--- src/hdl/tmt_pkg.sv ---
// Shared types, constants and opcodes for the text mode terminal engine.
`default_nettype none
package tmt_pkg;
    localparam int MAX_COLS   = 80;
    localparam int MAX_ROWS   = 60;
    localparam int CELL_COUNT = MAX_COLS * MAX_ROWS;
    localparam int COL_W  = 7;
    localparam int ROW_W  = 6;
    localparam int IDX_W  = 13;
    localparam int CELL_W = 16;
    localparam int CFG_W  = 7;

    localparam logic [7:0] ATTR_DEFAULT = 8'h07;

    localparam logic [0:0] CFG_COLS = 1'b0;
    localparam logic [0:0] CFG_ROWS = 1'b1;

    localparam logic [7:0] CC_NUL      = 8'h00;
    localparam logic [7:0] CC_SAVE_BG  = 8'h01;
    localparam logic [7:0] CC_REST_BG  = 8'h02;
    localparam logic [7:0] CC_CLEAR    = 8'h03;
    localparam logic [7:0] CC_SET_CUR  = 8'h04;
    localparam logic [7:0] CC_SAVE_CUR = 8'h05;
    localparam logic [7:0] CC_REST_CUR = 8'h06;
    localparam logic [7:0] CC_SET_REG  = 8'h07;
    localparam logic [7:0] CC_SCR_UP   = 8'h08;
    localparam logic [7:0] CC_SCR_DN   = 8'h09;
    localparam logic [7:0] CC_NEWLINE  = 8'h0A;
    localparam logic [7:0] CC_SET_ATTR = 8'h0B;

    // operations handed from the front to the back
    typedef enum logic [3:0] {
        OP_NOP, OP_READ, OP_PUT, OP_CLEAR, OP_SET_CUR, OP_SAVE_CUR, OP_REST_CUR,
        OP_SET_REG, OP_SCR_UP, OP_SCR_DN, OP_NEWLINE
    } op_t;

    typedef enum logic [1:0] {K_NONE, K_CURSOR, K_REGION, K_ATTR} kind_t;

    typedef struct packed {
        op_t              op;
        logic [7:0]       arg_a;
        logic [7:0]       arg_b;
        logic [IDX_W-1:0] idx;
    } fe_word_t;

    typedef enum logic [2:0] {
        BS_IDLE, BS_READ, BS_CLEAR, BS_MOVE_RD, BS_MOVE_WR, BS_FILL, BS_OUT
    } bstate_t;
endpackage
`default_nettype wire

--- src/hdl/tmt_front.sv ---
// Front end: decodes stream bytes and argument sequences into operations.
`default_nettype none
module tmt_front (
    input  wire logic              aclk,
    input  wire logic              aresetn,
    input  wire logic              in_valid,
    output logic                   in_ready,
    input  wire logic              in_cmd,
    input  wire logic [7:0]        in_byte,
    input  wire logic [tmt_pkg::IDX_W-1:0] in_idx,
    output logic                   q_valid,
    input  wire logic              q_ready,
    output tmt_pkg::fe_word_t      q_word
);
    import tmt_pkg::*;

    logic       phase_reg, phase_next;   // 1: waiting for second argument
    logic       pend_reg, pend_next;     // an argument is pending
    kind_t      kind_reg, kind_next;
    logic [7:0] first_reg, first_next;
    fe_word_t   qw_reg, qw_next;
    logic       qv_reg, qv_next;
    logic       take;

    assign in_ready = !qv_reg || q_ready;
    assign take     = in_valid && in_ready;
    assign q_valid  = qv_reg;
    assign q_word   = qw_reg;

    always_comb begin
        phase_next = phase_reg;
        pend_next  = pend_reg;
        kind_next  = kind_reg;
        first_next = first_reg;
        qw_next    = qw_reg;
        qv_next    = qv_reg && !q_ready;
        if (take) begin
            qv_next       = 1'b1;
            qw_next.op    = OP_NOP;
            qw_next.arg_a = first_reg;
            qw_next.arg_b = in_byte;
            qw_next.idx   = in_idx;
            if (in_cmd) begin
                qw_next.op = OP_READ;
            end else if (pend_reg) begin
                if (!phase_reg && kind_reg != K_ATTR) begin
                    first_next = in_byte;
                    phase_next = 1'b1;
                end else begin
                    if (kind_reg == K_CURSOR) qw_next.op = OP_SET_CUR;
                    else if (kind_reg == K_REGION) qw_next.op = OP_SET_REG;
                    pend_next  = 1'b0;
                    phase_next = 1'b0;
                    kind_next  = K_NONE;
                end
            end else begin
                case (in_byte)
                    CC_NUL, CC_SAVE_BG, CC_REST_BG: qw_next.op = OP_NOP;
                    CC_CLEAR:    qw_next.op = OP_CLEAR;
                    CC_SET_CUR:  begin kind_next = K_CURSOR; pend_next = 1'b1; end
                    CC_SAVE_CUR: qw_next.op = OP_SAVE_CUR;
                    CC_REST_CUR: qw_next.op = OP_REST_CUR;
                    CC_SET_REG:  begin kind_next = K_REGION; pend_next = 1'b1; end
                    CC_SCR_UP:   qw_next.op = OP_SCR_UP;
                    CC_SCR_DN:   qw_next.op = OP_SCR_DN;
                    CC_NEWLINE:  qw_next.op = OP_NEWLINE;
                    CC_SET_ATTR: begin kind_next = K_ATTR; pend_next = 1'b1; end
                    default:     qw_next.op = OP_PUT;
                endcase
            end
        end
    end

    always_ff @(posedge aclk) begin
        if (!aresetn) begin
            phase_reg <= 1'b0;
            pend_reg  <= 1'b0;
            kind_reg  <= K_NONE;
            first_reg <= 8'd0;
            qv_reg    <= 1'b0;
        end else begin
            phase_reg <= phase_next;
            pend_reg  <= pend_next;
            kind_reg  <= kind_next;
            first_reg <= first_next;
            qv_reg    <= qv_next;
        end
        qw_reg <= qw_next;
    end

    assert property (@(posedge aclk) disable iff (!aresetn)
        phase_reg |-> pend_reg && kind_reg != K_ATTR)
        else $error("second argument phase without a pending two-byte code");
    assert property (@(posedge aclk) disable iff (!aresetn)
        qv_reg && !q_ready |=> qv_reg && $stable(qw_reg))
        else $error("queued word changed while stalled");
    assert property (@(posedge aclk) disable iff (!aresetn)
        take && in_cmd |=> pend_reg == $past(pend_reg))
        else $error("read word disturbed a pending argument");
endmodule
`default_nettype wire

--- config.mk ---
export PLATFORM = sky130hd
export DESIGN_NAME = tmt_front
export DESIGN_NICKNAME = d
export VERILOG_FILES = /design/src/hdl/tmt_pkg.sv /design/src/hdl/tmt_front.sv
export SDC_FILE = /design/constraint.sdc
export NUM_CORES = 1
export LEC_CHECK = 0
export ABC_AREA = 1
export BUFFER_PORTS_ARGS = -buffer_cell sky130_fd_sc_hd__buf_2
export CAP_MARGIN = 25
export CORE_UTILIZATION = 35
export CTS_CLUSTER_SIZE = 8
export DETAILED_ROUTE_END_ITERATION = 12
export PLACE_DENSITY = 0.59
export SYNTH_ARGS = -nofsm -noshare
export SYNTH_HDL_FRONTEND = slang
export SYNTH_SLANG_ARGS = --single-unit
--- constraint.sdc ---
create_clock -name aclk -period 1.96 [get_ports aclk]
set_input_delay 0.392 -clock aclk [delete_from_list [all_inputs] [get_ports aclk]]
set_output_delay 0.392 -clock aclk [all_outputs]
set_load 0.02 [all_outputs]
# ---- Word level (Yosys, flattened, before mapping)
# Index checks and enable logic that the tools add are counted.
dict set report totals {
  ff_bits 46
  latch_bits 0
  ram_bits 0
  mem_bits_ro 0
  inputBits 26
  out_inout_bits 35
  mem_count 0
}
dict set report op_classes {
  n_addsub 0
  n_mul 0
  n_div 0
  magnitude_cmp 0
  eq_ne 15
  shift 0
  muxes 12
  n_bitwise 1
  reduce_logical 15
}
# operator n
set op_table {}
lappend op_table {{8-bit by 3-bit == test with 1-bit output (second input constant)} 4}
lappend op_table {{8-bit by 4-bit == test with 1-bit output (second input constant)} 4}
lappend op_table {{4-bit one-hot mux with 7 select lines} 1}
lappend op_table {{8-bit by 2-bit == test with 1-bit output (second input constant)} 2}
lappend op_table {{3-bit 2-to-1 mux} 3}
lappend op_table {{8-bit by 1-bit == test with 1-bit output (second input constant)} 1}
lappend op_table {{8-bit logical NOT} 1}
lappend op_table {{4-bit AND reduction} 2}
lappend op_table {{2-bit one-hot mux with 3 select lines} 1}
lappend op_table {{6-bit OR reduction} 1}
lappend op_table {{1-bit 2-to-1 mux} 4}
lappend op_table {{2-bit 2-to-1 mux} 2}
lappend op_table {{4-bit 2-to-1 mux} 1}
lappend op_table {{2-bit inequality test (second input constant)} 2}
lappend op_table {{4-bit nonzero test} 1}
lappend op_table {{1-bit logical AND} 3}
lappend op_table {{1-bit logical NOT} 3}
lappend op_table {{3-bit AND reduction} 1}
lappend op_table {{3-bit OR reduction} 1}
lappend op_table {{2-bit by 1-bit == test with 1-bit output (second input constant)} 1}
lappend op_table {{2-bit == test (second input constant)} 1}
lappend op_table {{2-bit AND reduction} 1}
lappend op_table {{1-bit logical OR} 1}
lappend op_table {{1-bit inverter} 1}

# ---- Depth between registers and ports, before layout
# Gate-level depths: netlist of the first run.
dict set report depth {
  depth_word 5
  mapped_depth 10
  ltp_nobuf 10
}

# ---- Worst setup path after synthesis of the first run
# No wires, ideal clock.
dict set report synth_timing {
  path_kind {register to register}
  startpoint {register qv_reg (netlist: q_valid)}
  endpoint {register qw_reg (netlist bit q_word[0]) (enable)}
  arrival_ps 1271
  path_slack_ps 301
  path_stages_with_launch 4
  n_path_buf 0
  path_cell_list {dfxtp_1 -> nand2_4 -> nand2_4 -> inv_1}
}
dict set report synth_between {
  elab_chain_len 3
}
# item line_no
set synth_lines {}
lappend synth_lines {{from (decl)} tmt_front.sv:22} ;# logic qv_reg, qv_next;
lappend synth_lines {{from (signal assigned)} tmt_front.sv:86} ;# qv_reg <= qv_next;
lappend synth_lines {{1-bit logical NOT} tmt_front.sv:25} ;# assign in_ready = !qv_reg || q_ready;
lappend synth_lines {{1-bit logical OR} tmt_front.sv:25}
lappend synth_lines {{net in_ready} tmt_front.sv:7} ;# output logic in_ready,
lappend synth_lines {{1-bit logical AND} tmt_front.sv:26} ;# assign take = in_valid && in_ready;
lappend synth_lines {{net take} tmt_front.sv:23} ;# logic take;
lappend synth_lines {{to (signal assigned)} tmt_front.sv:88} ;# qw_reg <= qw_next;
lappend synth_lines {{to (decl)} tmt_front.sv:21} ;# fe_word_t qw_reg, qw_next;
# The timed path passes the listed nets, and every way through them passes these cells.
# A chain may end at the register's enable or synchronous reset.

# ---- Worst setup path in the final report of the first run
dict set report layout_timing {
  startpoint {register kind_reg[0]}
  endpoint {register first_reg[2]}
}
dict set report layout_between {
  elab_chain_len 3
}
# item line_no
set layout_lines {}
lappend layout_lines {{from (decl)} tmt_front.sv:19} ;# kind_t kind_reg, kind_next;
lappend layout_lines {{from (signal assigned)} tmt_front.sv:84} ;# kind_reg <= kind_next;
lappend layout_lines {{2-bit inequality test} tmt_front.sv:46} ;# if (!phase_reg && kind_reg != K_ATTR) begin
lappend layout_lines {{1-bit logical AND} tmt_front.sv:46}
lappend layout_lines {{4-bit AND reduction (no source line)} -}
lappend layout_lines {{to (signal assigned)} tmt_front.sv:85} ;# first_reg <= first_next;
lappend layout_lines {{to (decl)} tmt_front.sv:20} ;# logic [7:0] first_reg, first_next;
# Every way passes these cells.

==> impl_metrics.toml, run 1 <==
[outcome]
outcome = "complete, no violations"

[drt]
first_pass_iters = 4
num_vias = 1285
wl_per_cell_um = 11.6
wl_um = 3370
first_iter_violations = 57
ant_nets = 0
routed_via_density = 4.43
drc = 0

[grt]
antenna_found_initial = 0
track_usage_pct = 13.3
grt_pass1_vias = 1216
grt_start_max_net_pins = 29
grt_pass1_wl_um = 5430
overflow = 0

[worst_setup_path]
reg2reg_from = "kind_reg[0]"
crit_path_top_delay_cell = "dfxtp_1"
critPathMaxFanout = 12
crit_family = "simple AND/OR/NAND/NOR gates"
worst-path-buf-inv = 1
critPathLaunch = "kind_reg[0]"
required_ns = 2.19
cp-start-kind = "flip-flop"
crit_path_cell_trace = "ha_1 -> nor2_1 -> inv_2 -> nor2_4 -> o21ai_0 -> a21oi_1"
cp-end-kind = "flip-flop"
critical_path_class = "flip-flop to flip-flop"
crit_arrival_ns = 1.67
max_stage_delay_ns = 0.34

[placement]
dp_hpwl_um = 2530
place_congestion = 0.753
port_buffers = 60
dp_slack_ns = 0.409

[power]
p_int_mw = 1.40
finalPower_mw = 1.86
irDropWorstVdd_mv = 0.254
p_per_area_nw_per_um2 = 805
power_frac_clock_pct = 31.0
seqPwrFrac_pct = 58.7
p_sw_share_pct = 24.6
p_leak_nw = 1.02
power.switching_mw = 0.458
combPwrFrac_pct = 10.2

[logic_synthesis]
synth_fp_nets = 185
syn_inst = 157
ys_warn_count = 0
ys_seq_area_share_pct = 68.2
syn_area_per_cell_sq_um = 11.7
netlist_area_sq_um = 1830
synthDistinctLibCells = 25
ys_ff_latch = 46

[timing]
hold_viol_final = 0
holdWs_ns = 0.270
grt_setup_unrepaired = "false"
finalSetupViolations = 0
max_freq_mhz = 693
fin_crit_ns = 1.44
tightest_slew_ns = 0.359
slew_headroom_pct = 76.0
finClkSkew_ns = 0.00725
setup_ws_ns = 0.518
setup_tns_ns = 0
finalCritPeriodShare_pct = 73.6
slew_violations = 0

[clocking]
numCtsBuffers = 5
cts.path.max_buffers = 2
clk_pin_slew_ns = 0.09
cts-root-buf = "clkbuf_8"
post_cts_resized = 0
postCtsSetupBuffers = 0
cts_sinks = 46
clock_latency_ns = 0.29
cts_tree = "done"
htree_levels = 2
cts_hold_buffers = 0

[final_layout]
antenna_cells = 0
fin_nets = 250
drive_above_1_share_pct = 39.5
syn_to_final_growth_pct = 26.0
largest_reg_flops = 33

[floorplanning]
num_io_pins = 61
rows = 25
die_x_um = 74.4
coreArea_sq_um = 4880
die_h_um = 74.4
dieArea_sq_um = 5530
start_util_pct = 37.6

[min_path]
hp-class = "input port to flip-flop"
hp-start = "in_idx[5]"

[job]
maxCapViolations = 0
## path summary, 6_finish.rpt
path	slack, ns	end	depth (start not counted)
setup reg to reg	0.52	first_reg[2]	6
hold reg to reg	0.44	q_word[24]	0
setup / recovery	0.52	first_reg[2]	6
hold / removal	0.27	q_word[5]	1
## through the flow
stage	utilization, %	instances	cell area, sq um
finish	47.4	290	2310
floorplan	-	157	1830
global placement	45.4	282	2220
detailed placement	45.4	282	2220
global route	47.4	290	2310
CTS	47.4	290	2310
## logic make-up (layout without fill, tap and decap cells)
family	count (synthesis)	after routing	synth area share, %
adder cells (fa/ha/maj)	2	2	1.36
buffers and inverters	18	84	4.23
AO/OA/AOI/OAI	19	19	6.89
flip-flops	46	46	68.2
AND/OR/NAND/NOR	72	72	19.3
## cell usage after synthesis (all sizes together)
cell     n  area share (%)
edfxtp  33              54
nand2   30             7.5
nor2    27             7.5
inv     15             3.1
dfxtp   13              14
o21ai   11             3.8
nand3    8             2.2
a21oi    5             1.8
nor3     4             1.1
buf      3             1.2
nand4    3             1.0
ha       2             1.4
a21boi   1            0.41
o21a     1            0.41
o32ai    1            0.48
## cells in the final DEF (no fill, tap or decap), types with 2 or more instances in the layout
cell type,netlist,layout
buf_2,2,60
edfxtp_1,33,33
nand2_1,26,26
nor2_1,22,22
dfxtp_1,13,13
inv_1,11,11
nand3_1,8,8
o21ai_1,5,5
clkbuf_8,0,5
inv_2,4,4
o21ai_2,4,4
nor3_1,4,4
nand2_4,3,3
a21oi_1,3,3
nand4_1,3,3
nor2_4,2,2
a21oi_2,2,2
o21ai_0,2,2
nor2_2,2,2
ha_1,2,2
## power by group through the flow
| stage | clock network (mW) | logic [mW] | registers [mW] |
|---|---|---|---|
| after CTS | 0.599 | 0.193 | 1.09 |
| after detailed placement | 0 | 0.193 | 1.12 |
| final | 0.577 | 0.190 | 1.09 |
| after global placement | 0 | 0.192 | 1.12 |
| after floorplan | 0 | 0.0529 | 1.17 |
| after global routing | 0.640 | 0.209 | 1.10 |
## final cells by class
class	instances	area, sq um
repair buffers	61	320
inverters	15	56.3
multi-input cells	93	505
fillers	491	2570
clock buffers	5	68.8
clock inverters	3	25.0
flip-flops and latches	46	1250
well taps	67	83.8
## per-layer routing
| layer | vias up | part of all wire (%) | track usage [%] |
|---|---|---|---|
| li1 | 662 | - | - |
| met1 | 570 | 46 | 16.1 |
| met2 | 51 | 44 | 21.8 |
| met3 | 2 | 8.7 | 5.28 |
| met4 | 0 | 0.56 | 3.77 |
| met5 | - | 0 | 0 |
Power figures use the tool's default switching activity.
==> run 2: changes to the inputs <==
PLACE_DENSITY = 0.61   (was 0.59)
clock period = 1.3 ns   (was 1.96 ns; I/O delays follow)
==> impl_metrics.toml, run 2 (synthesized netlist as in run 1, its figures left out) <==
[outcome]
outcome = "finished, violations left"
violations = "negative setup slack"

[worst_setup_path]
crit_path_end = "first_reg[5]"
reg2reg_from = "q_valid"
cp-start-kind = "flip-flop"
cp-end-kind = "flip-flop"
required_ns = 1.54
rrSetupSlack_ns = -0.02
critical_path_class = "flip-flop to flip-flop"
critPathMaxFanout = 6
critPathLaunch = "q_valid"
crit_arrival_ns = 1.56
reg2reg_depth = 9
timing.rr.end = "first_reg[5]"

[drt]
num_vias = 1416
first_iter_violations = 64
wl_um = 3750
wl_per_cell_um = 12.0
first_pass_iters = 4
ant_nets = 0
drc = 0
routed_via_density = 4.54

[final_layout]
syn_to_final_growth_pct = 39.2
final_common_cell = "buf_2"
fin_nets = 272
layout_common_cells = "buf_2 (60), edfxtp_1 (33), nand2_1 (24)"
fillers = 453
fin_cells = 312
largest_reg_flops = 33
antenna_cells = 0
drive_above_1_share_pct = 49.0
postLayoutCellArea_sq_um = 2550

[power]
irDropWorstVdd_mv = 0.372
p_per_area_nw_per_um2 = 1100
p_leak_nw = 1.14

[timing]
finalSetupViolations = 2
hold_viol_final = 0
grt_setup_unrepaired = "true"
fin_crit_ns = 1.32
slew_headroom_pct = 76.0
finClkSkew_ns = 0.00538
holdWs_ns = 0.133
tightest_slew_ns = 0.359
finalCritPeriodShare_pct = 102
slew_violations = 0
max_freq_mhz = 756
setup_ws_ns = -0.0226

[floorplanning]
start_util_pct = 37.6
num_io_pins = 61
coreArea_sq_um = 4880
die_h_um = 74.4
dieArea_sq_um = 5530
rows = 25
die_x_um = 74.4

[grt]
grt_pass1_wl_um = 5830
overflow = 0
track_usage_pct = 14.1
grt_start_max_net_pins = 29
grt_pass1_vias = 1328
antenna_found_initial = 0

[placement]
dp_hpwl_um = 2730
post-place-cells = 299
dpl_cell_area_sq_um = 2360
port_buffers = 60
place_congestion = 0.854

[clocking]
clk_pin_slew_ns = 0.08
cts-root-buf = "clkbuf_8"
numCtsBuffers = 5
cts_tree = "done"
cts.path.max_buffers = 2
cts_sinks = 46
htree_levels = 2
cts_hold_buffers = 0
clock_latency_ns = 0.29

[min_path]
hp-class = "input port to flip-flop"

[job]
maxCapViolations = 0
-- run 2: changes by cell type in the layout (fill, tap and decap cells not counted), sizes merged --
| cell | change |
|---|---|
| buf | +21 |
| clkbuf | +2 |
| clkinv | +1 |
| inv | -2 |
-- run 2: what timing repair did --
action / 4_1_cts / 5_1_grt
resized for setup: 2 / 13
endpoints found under the setup margin: 2 / 13
gates cloned: 0 / 1
setup buffers: 0 / 4
pin swaps: 0 / 9
-- run 2: power by group --
| part | switching [mW] | internal (mW) |
|---|---|---|
| sequential | 0.0146 | 1.63 |
| combinational | 0.205 | 0.121 |
| clock | 0.458 | 0.373 |
| total | 0.678 | 2.13 |
-- run 2: worst max-delay path, cell delays in order, from the launching register on --
cell,delay (ns)
dfxtp_4,0.35
nand2_4,0.09
nand2_8,0.07
nor2_8,0.15
nand2_4,0.07
nor2_4,0.17
buf_12,0.14
buf_4,0.10
o21ai_2,0.04
nor2_1,0.08
-- run 2: final cells by class --
type	instances	area [sq um]	share of cell area, %
inverters	15	62.6	2.45
clock inverters	2	10.0	0.392
repair buffers	83	515	20.2
clock buffers	6	72.6	2.84
flip-flops and latches	46	1260	49.3
multi-input cells	93	549	21.5
well taps	67	83.8	3.28
-- run 2: worst min-delay path by stage --
stage                             from         end  slack (ns)  cells after the start
after floorplan              in_idx[0]   q_word[0]        0.36                      0
after global placement    first_reg[7]  q_word[28]        0.41                      0
after detailed placement  first_reg[2]  q_word[23]        0.42                      0
after CTS                    in_idx[0]   q_word[0]        0.13                      1
after global routing         in_idx[0]   q_word[0]        0.12                      1
final                        in_idx[0]   q_word[0]        0.13                      1
-- run 2: stage by stage --
stage,worst slack (ns),power (mW),util (%),setup TNS [ns]
final,-0.0226,2.80,52.3,-0.0416
after global routing,-0.0882,2.93,52.3,-0.454
after CTS,0.0116,2.83,50.3,0
after detailed placement,-0.0501,2.00,48.5,-0.0967
after global placement,-0.0383,2.00,48.5,-0.0383
after floorplan,-0.118,1.84,-,-3.90
-- run 2: layer usage --
metal / share of wire (%) / up-vias / GRT usage (%) / wire length [um]
met5: 0 / - / 0 / 0
met4: 2.0 / 0 / 6.50 / 76
met3: 10 / 11 / 5.42 / 378
met2: 46 / 65 / 23.5 / 1730
met1: 42 / 633 / 16.1 / 1560
li1: - / 707 / - / -
==> run 3: changes to the inputs <==
PLACE_DENSITY = 0.59   (was 0.61)
SKIP_LAST_GASP = 1   (was unset)
clock period = 1.4 ns   (was 1.3 ns; I/O delays follow)
==> impl_metrics.toml, run 3 (synthesized netlist as in run 1, its figures left out) <==
[outcome]
outcome = "complete, no violations"

[timing]
fin_crit_ns = 1.29
finClkSkew_ns = 0.00600
grt_setup_unrepaired = "false"
max_freq_mhz = 777
slew_violations = 0
setup_tns_ns = 0
finalSetupViolations = 0
hold_viol_final = 0
finalCritPeriodShare_pct = 91.9
slew_headroom_pct = 77.9
tightest_slew_ns = 0.331

[grt]
track_usage_pct = 12.7
overflow = 0
antenna_found_initial = 0
grt_pass1_wl_um = 5130
grt_start_max_net_pins = 34
grt_pass1_vias = 1134

[clocking]
cts_sinks = 46
cts_hold_buffers = 0
cts-root-buf = "clkbuf_8"
clock_latency_ns = 0.29
cts_tree = "done"
cts.path.max_buffers = 2
numCtsBuffers = 5
htree_levels = 2
clk_pin_slew_ns = 0.08

[worst_setup_path]
critPathMaxFanout = 12
critical_path_class = "flip-flop to flip-flop"
cp-start-kind = "flip-flop"
timing.rr.end = "first_reg[2]"
reg2reg_depth = 7
crit_arrival_ns = 1.51
rrSetupSlack_ns = 0.11
required_ns = 1.63
reg2reg_from = "kind_reg[0]"
cp-end-kind = "flip-flop"

[final_layout]
drive_above_1_share_pct = 41.1
layout_common_cells = "buf_2 (60), edfxtp_1 (33), nand2_1 (26)"
largest_reg_flops = 33
regArea_sq_um = 1250
antenna_cells = 0
multi_input_area_sq_um = 508
syn_to_final_growth_pct = 30.3
fin_nets = 251
fillers = 462
fin_util_pct = 49.0
final_common_cell = "buf_2"

[power]
power.switching_mw = 0.609
power_frac_clock_pct = 39.6
irDropWorstVdd_mv = 0.480
combPwrFrac_pct = 9.0
seqPwrFrac_pct = 51.4
p_int_mw = 2.37
p_leak_nw = 1.05
p_sw_share_pct = 20.5
p_per_area_nw_per_um2 = 1250

[drt]
drc = 0
first_pass_iters = 4
wl_per_cell_um = 11.2
ant_nets = 0
first_iter_violations = 47
num_vias = 1278
routed_via_density = 4.39
wl_um = 3270

[floorplanning]
die_h_um = 74.4
rows = 25
start_util_pct = 37.6
coreArea_sq_um = 4880
num_io_pins = 61
die_x_um = 74.4
dieArea_sq_um = 5530

[placement]
port_buffers = 60
dp_hpwl_um = 2430
place_congestion = 0.765

[min_path]
min_to = "q_word[2]"
hp-class = "input port to flip-flop"
holdPathStages = 1
hp-start = "in_idx[2]"

[job]
maxCapViolations = 0
run 3: cell count changes in the layout (fill, tap and decap cells not counted), sizes merged:
| cell | delta |
|---|---|
| bufinv | +2 |
| clkbuf | -1 |
| buf | -20 |
| clkinv | -2 |
run 3: worst max path at each step:
stage / start / end / cells past startpoint
after global routing: kind_reg[0] / first_reg[2] / 7
after floorplan: q_valid / q_word[0] / 3
after detailed placement: in_byte[4] / q_word[30] / 9
after global placement: in_byte[4] / q_word[30] / 9
after CTS: kind_reg[0] / first_reg[3] / 7
final: kind_reg[0] / first_reg[2] / 7
run 3: routing by layer:
metal	GRT usage (%)	up-vias	wire length, um
met2	21.4	51	1480
met4	5.66	0	53
met3	4.88	6	280
li1	-	663	-
met1	14.3	558	1460
met5	0	-	0
run 3: power groups by stage:
stage / combinational, mW / sequential (mW) / clock [mW]
6_report: 0.268 / 1.53 / 1.18
5_1_grt: 0.293 / 1.54 / 1.26
4_1_cts: 0.272 / 1.53 / 1.21
3_5_place_dp: 0.272 / 1.56 / 0
3_3_place_gp: 0.270 / 1.56 / 0
2_1_floorplan: 0.0757 / 1.64 / 0
run 3: per-stage QoR:
| step | std cells | hold WS, ns | instance area, sq um | setup slack (ns) | power [mW] |
|---|---|---|---|---|---|
| 3_3_place_gp | 283 | 0.415 | 2240 | 0.0312 | 1.83 |
| 4_1_cts | 291 | 0.147 | 2390 | 0.0555 | 3.02 |
| 5_1_grt | 291 | 0.142 | 2390 | 0.0228 | 3.09 |
| 6_report | 291 | 0.156 | 2390 | 0.113 | 2.98 |
| 3_5_place_dp | 283 | 0.414 | 2240 | 0.0105 | 1.83 |
| 2_1_floorplan | 157 | 0.379 | 1840 | -0.0182 | 1.71 |
run 3: critical path, stage by stage (launching register included):
cell,delay [ns]
dfxtp_1,0.33
ha_1,0.20
nor2_2,0.11
inv_2,0.10
nor2_4,0.13
buf_12,0.14
o21ai_0,0.08
a21oi_1,0.11
run 3: layout make-up:
cell class	instances	share of cell area (%)
Timing Repair Buffer	62	14.2
Clock inverter	2	2.51
Clock buffer	6	3.46
Sequential cell	46	52.5
Multi-Input combinational cell	93	21.3
Tap cell	67	3.51
Inverter	15	2.51
run 3: what timing repair did:
action | CTS | global route
endpoints found under the hold margin | 0 | 0
endpoints found under the setup margin | 0 | 2
setup buffers | 0 | 0
gates resized for setup | 0 | 1
